$ cat config.mk
export PLATFORM = sky130hd
export DESIGN_NAME = xtd_cell
export DESIGN_NICKNAME = d
export VERILOG_FILES = /design/src/rtl/core/xtd_pkg.sv /design/src/rtl/core/xtd_cell.sv
export SDC_FILE = /design/constraint.sdc
export NUM_CORES = 1
export LEC_CHECK = 0
export BUFFER_PORTS_ARGS = -buffer_cell sky130_fd_sc_hd__buf_2
export CAP_MARGIN = 20
export CELL_PAD_IN_SITES_DETAIL_PLACEMENT = 0
export CELL_PAD_IN_SITES_GLOBAL_PLACEMENT = 2
export CORE_MARGIN = 3
export CORE_UTILIZATION = 27
export DETAILED_ROUTE_END_ITERATION = 8
export GPL_ROUTABILITY_DRIVEN = 0
export PLACE_DENSITY_LB_ADDON = 0.1
export SYNTH_ARGS = -nofsm -noshare
export SYNTH_HDL_FRONTEND = slang
export SYNTH_SLANG_ARGS = --single-unit
$ cat constraint.sdc
create_clock -name clk -period 0.9 [get_ports clk]
set_input_delay 0.09 -clock clk [delete_from_list [all_inputs] [get_ports clk]]
set_output_delay 0.09 -clock clk [all_outputs]
set_load 0.01 [all_outputs]
$ cat src/rtl/core/xtd_pkg.sv
package xtd_pkg;

	localparam int unsigned WORD_W     = 32;
	localparam int unsigned KEY_WORDS  = 4;
	localparam int unsigned KEY_IDX_W  = 2;
	localparam int unsigned ROUNDS_DEF = 32;

	localparam logic [WORD_W-1:0] DELTA = 32'h9E3779B9;

	typedef logic [WORD_W-1:0] word_t;
	typedef logic [KEY_WORDS-1:0][WORD_W-1:0] key_t;

	// delta times n, modulo 2^32 (elaboration-time only)
	function automatic word_t round_sum(input int unsigned n);
		logic [63:0] prod;
		prod = 64'(DELTA) * 64'(n);
		return prod[WORD_W-1:0];
	endfunction

	// XTEA mixing term: ((x << 4) ^ (x >> 5)) + x
	function automatic word_t mix_word(input word_t x);
		return ((x << 4) ^ (x >> 5)) + x;
	endfunction

endpackage

$ cat src/rtl/core/xtd_cell.sv
module xtd_cell #(
	parameter xtd_pkg::word_t SUM_VAL = '0,
	parameter bit             UPD_RIGHT = 1'b1
) (
	input  logic           clk,
	input  logic           arst_n,
	input  xtd_pkg::key_t  key,
	input  logic           valid_in,
	input  xtd_pkg::word_t left_in,
	input  xtd_pkg::word_t right_in,
	output logic           valid_s1,
	output xtd_pkg::word_t left_s1,
	output xtd_pkg::word_t right_s1
);

	// key lane picked by the round sum, fixed for this cell
	localparam logic [xtd_pkg::KEY_IDX_W-1:0] KSEL = UPD_RIGHT ?
		SUM_VAL[12:11] : SUM_VAL[1:0];

	xtd_pkg::word_t src_word;
	xtd_pkg::word_t dst_word;
	xtd_pkg::word_t key_term;
	xtd_pkg::word_t new_word;

	// half round: subtract mixed source word from the destination word
	always_comb begin
		src_word = UPD_RIGHT ? left_in : right_in;
		dst_word = UPD_RIGHT ? right_in : left_in;
		key_term = SUM_VAL + key[KSEL];
		new_word = dst_word - (xtd_pkg::mix_word(src_word) ^ key_term);
	end

	// advance the beat flag
	always_ff @(posedge clk or negedge arst_n) begin
		if (!arst_n) begin
			valid_s1 <= 1'b0;
		end else begin
			valid_s1 <= valid_in;
		end
	end

	// hand the words on to the next cell
	always_ff @(posedge clk) begin
		if (UPD_RIGHT) begin
			left_s1  <= left_in;
			right_s1 <= new_word;
		end else begin
			left_s1  <= new_word;
			right_s1 <= right_in;
		end
	end

endmodule

==> results of run 1 <==
flip-flops by register name, summed over array words and instances, names as in the netlist:
register,flops
left_s1,32
right_s1,32
valid_s1,1
final cells by class:
type | count | share of cell area
clock buffer | 11 | 0.0255
clock inverter | 5 | 0.00827
inverter | 17 | 0.00670
multi-input combinational | 469 | 0.468
sequential | 65 | 0.138
tap | 229 | 0.0301
timing repair buffer | 437 | 0.323
cell families after synthesis:
group	count (synthesis)	share of synthesized area
AO/OA/AOI/OAI	164	0.223
AND/OR/NAND/NOR	122	0.122
XOR/XNOR	115	0.201
flip-flops	65	0.261
buffers and inverters	27	0.0202
adder cells (fa/ha/maj)	68	0.173
worst paths after layout:
check	start	end	slack, ns	cells past startpoint
hold / removal	left_in[11]	left_s1[11]	0.01	2
setup / recovery	left_in[15]	right_s1[28]	-2.65	20
max in group asynchronous	arst_n	valid_s1	0.77	2
min in group asynchronous	arst_n	valid_s1	0.05	2
what timing repair did:
item                                   CTS  global route
setup endpoints to repair               33            41
endpoints found under the hold margin   18             0
pin swaps                               52            45
resized for setup                      109            72
hold buffers                            18             0
buffers inserted                        20            19
power by group through the flow:
stage / clock (mW) / sequential [mW] / combinational [mW]
6_report: 3.85 / 3.94 / 14.5
5_1_grt: 4.10 / 4.02 / 15.7
4_1_cts: 3.99 / 3.95 / 13.5
3_5_place_dp: 0 / 4.00 / 12.0
3_3_place_gp: 0 / 3.99 / 11.9
2_1_floorplan: 0 / 4.46 / 6.21
cell usage in the layout (no fill, tap or decap), types with 6 or more instances in the layout:
| master | n |
|---|---|
| buf_2 | 150 |
| dlygate4sd3_1 | 18 |
| a21oi_1 | 23 |
| xnor2_2 | 9 |
| dfxtp_2 | 8 |
| buf_6 | 23 |
| nor3_1 | 6 |
| inv_1 | 15 |
| ha_4 | 14 |
| o21bai_1 | 6 |
| and3_1 | 7 |
| o21ai_0 | 10 |
| nand2_1 | 32 |
| nand3_1 | 8 |
| xor2_1 | 39 |
| dfxtp_1 | 56 |
| buf_4 | 241 |
| a21oi_2 | 26 |
| nor2_1 | 18 |
| ha_1 | 47 |
| xnor2_1 | 59 |
| a21o_1 | 26 |
| clkbuf_16 | 9 |
per-stage QoR:
step           worst slack, ns  TNS, ns  hold slack [ns]  power (mW)  utilization
3_3_place_gp             -3.15   -74.35           -0.136        15.9        0.436
3_5_place_dp             -3.29   -75.72           -0.134        16.0        0.436
5_1_grt                  -2.81   -66.38          0.00152        23.8        0.527
6_report                 -2.65   -62.21           0.0102        22.3        0.527
4_1_cts                  -2.68   -59.84          0.00334        21.4        0.503
2_1_floorplan            -2.81   -58.57           -0.206        10.7            -
per-layer routing:
metal  GRT usage  part of all wire  routed length [um]  up-vias
li1            -                 -                   -     2920
met1       0.256              0.47                9090     2655
met2       0.306              0.46                8940      144
met3      0.0333             0.051                 989       23
met4      0.0551             0.016                 301        0
met5           0                 0                   0        -
==> impl_metrics.env, run 1 <==
export IMPL_path_buf_inv=3
export IMPL_h_tree_depth=3
export IMPL_synth_largest_area_cell="dfxtp_1"
export IMPL_ios=260
export IMPL_fin_crit_ns=3.55
export IMPL_slew_headroom=0.674
export IMPL_cts_tree="yes"
export IMPL_final_setup_viol_count=32
export IMPL_gr_usage_all_layers=0.188
export IMPL_clock_sinks=65
export IMPL_cts_root_buf="clkbuf_16"
export IMPL_synth_common_cells="xnor2_1 (68), ha_1 (66), dfxtp_1 (64), a21oi_1 (54), xor2_1 (47)"
export IMPL_critPathMaxFanout=4
export IMPL_critPathMaxStageDelay_ns=0.36
export IMPL_endpoint_kind="flop"
export IMPL_synth_edf_count=0
export IMPL_first_iter_violations=183
export IMPL_max_freq_mhz=282
export IMPL_dieArea_um2=20200
export IMPL_path_clk_slew_ns=0.06
export IMPL_switching_share=0.368
export IMPL_finalWirelength_um=19300
export IMPL_syn_avg_cell_area_um2=8.93
export IMPL_drc_errors=0
export IMPL_grt_ovfl_total=0
export IMPL_netlist_instances=561
export IMPL_p_leak_nw=4.61
export IMPL_crit_slowest_cell="a221o_1"
export IMPL_multi_input_area_um2=4460
export IMPL_worst_setup_path_type="in2reg"
export IMPL_period_share=3.95
export IMPL_dr_pass1_iters=4
export IMPL_critical_path_top_delay_family="compound AO/OA/AOI/OAI gates"
export IMPL_drive_gt1_frac=0.566
export IMPL_cp_cell_sequence="buf_8 -> xor2_4 -> ha_4 -> a21o_1 -> a2111oi_4 -> o311ai_2 -> a21oi_1 -> buf_4 -> o21bai_4 -> xnor2_1 -> ha_1 -> buf_4 -> nand2_1 -> nor3_4 -> nand2_1 -> o311ai_4 -> a221o_1 -> and2_4 -> o41ai_4 -> xnor2_1"
export IMPL_synth_most_common_cell="xnor2_1"
export IMPL_power_density_nw_per_um2=2340
export IMPL_io_buffers=163
export IMPL_die_w_um=142
export IMPL_ys_ff_latch=65
export IMPL_grt_pass1_vias=6078
export IMPL_row_count=49
export IMPL_hold_viol=0
export IMPL_combPwrFrac=0.650
export IMPL_yosysUniqueCellTypes=53
export IMPL_cts_buffers=9
export IMPL_antenna_found_initial=0
export IMPL_diodes=0
export IMPL_syn_cell_area_um2=5010
export IMPL_core_um2=18100
export IMPL_die_h_um=142
export IMPL_synth_ff_type="dfxtp_1"
export IMPL_crit_arrival_ns=3.82
export IMPL_maxSlewViolCount=0
export IMPL_synth_nets=824
export IMPL_wl_per_cell_um=15.7
export IMPL_vias=5742
export IMPL_synth_top_area_frac=0.256
export IMPL_violations="setup timing"
export IMPL_final_fill_count=1675
export IMPL_max_vdd_ir_drop_v=0.000999
export IMPL_synthArstFlopShare=0.0154
export IMPL_dp_cells=1166
export IMPL_viasPerCell=4.66
export IMPL_layout_cells_non_filler=1233
export IMPL_dpl_instance_area_um2=7880
export IMPL_clkPwrFrac=0.173
export IMPL_clockBufferDepth=2
export IMPL_post_dp_hpwl_um=15700
export IMPL_synth_area_leaders="dfxtp_1 (26%), ha_1 (16%), xnor2_1 (12%)"
export IMPL_design_area_um2=9530
export IMPL_status="complete, but fails checks"
export IMPL_worst_pin_slew_ns=0.477
export IMPL_syn_to_final_growth_pct=90.1
export IMPL_floorplan_initialDensity=0.277
export IMPL_fin_nets=1262
export IMPL_seqPwrFrac=0.177
export IMPL_ys_seq_area_frac=0.261
export IMPL_grt_max_degree=12
export IMPL_power_internal_mw=14.1
export IMPL_hp_class="in2reg"
export IMPL_rsz0062_at_grt="yes"
export IMPL_power_switching_mw=8.19
export IMPL_synth_yosys_warnings=0
export IMPL_grt_first_pass_wirelength_um=30400
export IMPL_fin_ws_ns=-2.65
export IMPL_seqCellArea_um2=1320
export IMPL_ant_nets=0
export IMPL_maxCapViolCount=0
export IMPL_cp_required_ns=1.17
export IMPL_startpoint_type="input port"
Note: power is estimated with default switching activity, not from simulation.
==> inputs of run 2 (changes only) <==
--- a/config.mk
+++ b/config.mk
@@ -10,5 +10,5 @@
 export CELL_PAD_IN_SITES_DETAIL_PLACEMENT = 0
 export CELL_PAD_IN_SITES_GLOBAL_PLACEMENT = 2
-export CORE_MARGIN = 3
+export CORE_MARGIN = 1
 export CORE_UTILIZATION = 27
 export DETAILED_ROUTE_END_ITERATION = 8
==> constraint.sdc (replaced) <==
create_clock -name clk -period 0.9 [get_ports clk]
set_input_delay 0.135 -clock clk [delete_from_list [all_inputs] [get_ports clk]]
set_output_delay 0.135 -clock clk [all_outputs]
set_load 0.01 [all_outputs]
==> run 2 against run 1 <==
The flow finishes with violations (DRC, setup timing). Die area down 5.5%. Sequential power is 3% higher. Largest power group unchanged. Critical path type unchanged. Non-clock buffer count down 9. Via count unchanged.
==> impl_metrics.env, run 2 (synthesized netlist as in run 1, its figures left out) <==
export IMPL_status="complete, but fails checks"
export IMPL_violations="DRC, setup timing"
export IMPL_max_freq_mhz=265
export IMPL_dr_pass1_iters=6
export IMPL_fin_ws_ns=-2.88
export IMPL_ant_nets=0
export IMPL_grt_ovfl_total=0
export IMPL_pre_cts_slack_ns=-3.40
export IMPL_grt_max_degree=11
export IMPL_slew_headroom=0.689
export IMPL_cts_buffers=9
export IMPL_path_clk_slew_ns=0.06
export IMPL_drive_gt1_frac=0.583
export IMPL_p_leak_nw=4.60
export IMPL_final_cell_mix="buf_4 (231), buf_2 (125), xnor2_1 (59), buf_6 (59), ha_1 (50)"
export IMPL_dieArea_um2=19100
export IMPL_hold_ws_ns=0.0131
export IMPL_fin_nets=1253
export IMPL_cts_tree="yes"
export IMPL_gr_usage_all_layers=0.202
export IMPL_io_buffers=163
export IMPL_vias=5742
export IMPL_h_tree_depth=3
export IMPL_reg_largest_list="left_s1 x32, right_s1 x32, valid_s1 x1"
export IMPL_power_density_nw_per_um2=2320
export IMPL_worst_pin_slew_ns=0.455
export IMPL_fin_setup_tns_ns=-63.38
export IMPL_finalWirelength_um=19200
export IMPL_critPathMaxFanout=4
export IMPL_first_iter_violations=201
export IMPL_core_um2=18100
export IMPL_post_dp_hpwl_um=15400
export IMPL_maxCapViolCount=0
export IMPL_hp_class="in2reg"
export IMPL_clock_sinks=65
export IMPL_viasPerCell=4.70
export IMPL_worst_setup_path_type="in2reg"
export IMPL_ios=260
export IMPL_diodes=0
export IMPL_drc_errors=16
export IMPL_die_w_um=138
export IMPL_wl_per_cell_um=15.7
export IMPL_cts_root_buf="clkbuf_16"
export IMPL_power_total_mw=22.1
export IMPL_grt_pass1_vias=6011
export IMPL_period_share=4.20
export IMPL_mostFrequentLayoutCell="buf_4"
export IMPL_clockBufferDepth=2
export IMPL_hold_viol=0
export IMPL_floorplan_initialDensity=0.277
export IMPL_row_count=49
export IMPL_syn_to_final_growth_pct=90.3
export IMPL_final_setup_viol_count=50
export IMPL_rsz0062_at_grt="yes"
export IMPL_max_vdd_ir_drop_v=0.00102
export IMPL_crit_arrival_ns=4.00
export IMPL_fin_crit_ns=3.78
export IMPL_antenna_found_initial=0
export IMPL_endpoint_kind="flop"
export IMPL_maxSlewViolCount=0
export IMPL_cp_required_ns=1.12
export IMPL_die_h_um=138
export IMPL_startpoint_type="input port"
export IMPL_grt_first_pass_wirelength_um=30600
==> run 2: timing repair <==
item                                    4_1_cts  5_1_grt
gates resized for setup                     126       85
setup buffers                                26       15
pin swaps                                    57       50
hold endpoints to repair                     10        0
endpoints found under the setup margin       96       96
hold buffers                                 10        0
==> run 2: cell type report <==
class                           instances  area [um2]
Sequential cell                        65        1340
Multi-Input combinational cell        469        4380
Clock buffer                           10         239
Tap cell                              229         287
Timing Repair Buffer                  428        3180
Inverter                               17        63.8
Fill cell                            1658        8550
Clock inverter                          4        45.0
==> run 2: report_power, final <==
| part | switching, mW | leakage, nW | internal [mW] |
|---|---|---|---|
| logic | 6.55 | 3.91 | 8.00 |
| clock network | 1.33 | 0.144 | 2.17 |
| registers | 0.238 | 0.552 | 3.82 |
==> run 2: through the flow <==
step / util / area (um2) / instances
2_1_floorplan: - / 5170 / 561
3_3_place_gp: 0.435 / 7880 / 1165
3_5_place_dp: 0.435 / 7880 / 1165
4_1_cts: 0.501 / 9070 / 1211
5_1_grt: 0.527 / 9540 / 1222
6_report: 0.527 / 9540 / 1222
==> run 2: worst max-delay path, cell delays in order <==
cell and delay, ns:
buf_12 0.09, ha_4 0.13, inv_2 0.03, fa_2 0.37
nor2b_4 0.14, o2111ai_2 0.15, nor4bb_4 0.20, or2_4 0.25
a21oi_4 0.15, a21o_1 0.17, a21oi_2 0.07, xnor2_1 0.18
ha_1 0.31, a21o_1 0.19, and4_1 0.21, o2111ai_2 0.23
a31oi_1 0.13, nor4_1 0.34, a21oi_2 0.15, a221oi_2 0.27
xnor2_1 0.10
==> run 2: routing by layer <==
metal | part of all wire | wire length, um | vias up | GRT usage
li1 | - | - | 2908 | -
met1 | 0.48 | 9160 | 2625 | 0.272
met2 | 0.46 | 8760 | 180 | 0.323
met3 | 0.050 | 960 | 29 | 0.0398
met4 | 0.019 | 359 | 0 | 0.0680
met5 | 0 | 0 | - | 0
==> run 2: path summary, 6_finish.rpt <==
check | start | endpoint | slack (ns) | cells past startpoint
hold / removal | left_in[6] | left_s1[6] | 0.01 | 2
setup / recovery | left_in[5] | right_s1[31] | -2.88 | 21
max in group asynchronous | arst_n | valid_s1 | 0.72 | 2
min in group asynchronous | arst_n | valid_s1 | 0.10 | 2
==> inputs of run 3 (changes only) <==
- BUFFER_PORTS_ARGS: -buffer_cell sky130_fd_sc_hd__buf_2 -> -buffer_cell sky130_fd_sc_hd__clkbuf_2
==> run 3 against run 2 <==
Via count is 0.49% lower. Largest power group unchanged. Final cell count stayed put. The flow still finishes with violations (DRC, setup timing). Routed wire length is 1.9% lower. Critical path type unchanged.
==> impl_metrics.env, run 3 (synthesized netlist as in run 1, its figures left out) <==
export IMPL_status="complete, but fails checks"
export IMPL_grt_ovfl_total=0
export IMPL_reg_largest_list="left_s1 x32, right_s1 x32, valid_s1 x1"
export IMPL_power_internal_mw=14.1
export IMPL_rsz0062_at_grt="yes"
export IMPL_vias=5714
export IMPL_hold_viol=0
export IMPL_h_tree_depth=3
export IMPL_clockBufferDepth=2
export IMPL_io_buffers=163
export IMPL_post_dp_hpwl_um=15400
export IMPL_power_total_mw=22.3
export IMPL_seqPwrFrac=0.184
export IMPL_slew_headroom=0.663
export IMPL_violations="DRC, setup timing"
export IMPL_fin_nets=1253
export IMPL_row_count=49
export IMPL_core_um2=18100
export IMPL_period_share=4.09
export IMPL_antenna_found_initial=0
export IMPL_fin_crit_ns=3.68
export IMPL_crit_arrival_ns=3.90
export IMPL_cp_required_ns=1.12
export IMPL_die_w_um=138
export IMPL_max_vdd_ir_drop_v=0.00111
export IMPL_hp_class="in2reg"
export IMPL_dr_pass1_iters=6
export IMPL_combPwrFrac=0.659
export IMPL_cts_buffers=9
export IMPL_maxCapViolCount=0
export IMPL_die_h_um=138
export IMPL_cts_root_buf="clkbuf_16"
export IMPL_final_setup_viol_count=46
export IMPL_syn_to_final_growth_pct=91.4
export IMPL_power_switching_mw=8.20
export IMPL_layout_cells_non_filler=1222
export IMPL_cts_tree="yes"
export IMPL_endpoint_kind="flop"
export IMPL_diodes=0
export IMPL_clock_sinks=65
export IMPL_dieArea_um2=19100
export IMPL_switching_share=0.368
export IMPL_floorplan_initialDensity=0.277
export IMPL_ant_nets=0
export IMPL_power_density_nw_per_um2=2320
export IMPL_gr_usage_all_layers=0.193
export IMPL_wl_per_cell_um=15.5
export IMPL_ios=260
export IMPL_max_freq_mhz=271
export IMPL_fin_ws_ns=-2.78
export IMPL_fin_setup_tns_ns=-63.42
export IMPL_grt_max_degree=11
export IMPL_worst_pin_slew_ns=0.493
export IMPL_mostFrequentLayoutCell="buf_4"
export IMPL_grt_pass1_vias=5856
export IMPL_path_clk_slew_ns=0.05
export IMPL_clkPwrFrac=0.157
export IMPL_maxSlewViolCount=0
export IMPL_drc_errors=16
export IMPL_startpoint_type="input port"
export IMPL_worst_setup_path_type="in2reg"
export IMPL_dp_cells=1171
export IMPL_critPathMaxFanout=3
export IMPL_final_cell_mix="buf_4 (247), clkbuf_2 (87), xnor2_1 (57)"
export IMPL_first_iter_violations=167
export IMPL_grt_first_pass_wirelength_um=29200
export IMPL_drive_gt1_frac=0.598
export IMPL_p_leak_nw=4.63
export IMPL_viasPerCell=4.68
export IMPL_finalWirelength_um=18900
==> run 3: cell count changes in the layout (fill, tap and decap cells not counted), moves of 5 or more <==
| cell | before | now |
|---|---|---|
| a21oi_2 | 25 | 31 |
| buf_2 | 125 | 32 |
| buf_4 | 231 | 247 |
| buf_6 | 59 | 46 |
| clkbuf_2 | 0 | 87 |
| dfxtp_1 | 37 | 32 |
| dfxtp_2 | 27 | 32 |
==> run 3: timing repair <==
action | CTS | global route
buffers inserted | 16 | 14
endpoints found under the hold margin | 10 | 0
hold buffers | 10 | 0
resized for setup | 75 | 214
pin swaps | 52 | 71
setup endpoints to repair | 96 | 96
==> run 3: per-layer routing <==
metal / global-route usage / share of wire / up-vias
li1: - / - / 2917
met1: 0.263 / 0.49 / 2624
met2: 0.309 / 0.45 / 153
met3: 0.0322 / 0.046 / 20
met4: 0.0651 / 0.018 / 0
met5: 0 / 0 / -
==> run 3: power by group through the flow <==
stage | logic [mW] | clock network [mW] | registers, mW
after floorplan | 6.21 | 0 | 4.46
after global placement | 11.9 | 0 | 4.03
after detailed placement | 12.0 | 0 | 4.04
after CTS | 13.0 | 3.63 | 4.01
after global routing | 15.8 | 3.75 | 4.19
final | 14.7 | 3.51 | 4.10
==> run 3: worst paths after layout <==
path,start,endpoint,slack (ns),depth (start not counted)
setup / recovery,left_in[0],right_s1[31],-2.78,21
hold / removal,left_in[3],left_s1[3],0.008,2
max in group asynchronous,arst_n,valid_s1,0.71,2
min in group asynchronous,arst_n,valid_s1,0.11,2
==> run 3: final cells by class <==
| class | count | area [um2] |
|---|---|---|
| Tap cell | 229 | 287 |
| Sequential cell | 65 | 1350 |
| Inverter | 17 | 63.8 |
| Timing Repair Buffer | 428 | 3170 |
| Clock buffer | 11 | 243 |
| Fill cell | 1662 | 8490 |
| Multi-Input combinational cell | 469 | 4450 |
| Clock inverter | 3 | 42.5 |
==> run 3: worst max-delay path, cell delays in order <==
cell and delay [ns]:
clkbuf_16 0.12, ha_4 0.14, inv_2 0.04, fa_2 0.37, nor2b_4 0.15, o2111ai_2 0.12, nor4bb_4 0.18, or2_4 0.23
a21oi_2 0.15, a21o_1 0.17, a41oi_2 0.14, xnor2_2 0.25, ha_4 0.25, buf_6 0.12, and4_1 0.19, o2111ai_2 0.23
a31oi_2 0.13, nor4_2 0.31, a21oi_2 0.13, a221oi_2 0.25, xnor2_1 0.11
==> run 3: through the flow <==
stage               setup slack [ns]   util  instance area, um2  hold WS, ns
CTS                            -2.75  0.486                8780       0.0169
detailed placement             -3.35  0.438                7920      -0.0892
global route                   -2.94  0.531                9600      0.00165
global placement               -3.15  0.438                7920      -0.0904
finish                         -2.78  0.531                9600      0.00754
floorplan                      -2.86      -                5170       -0.161
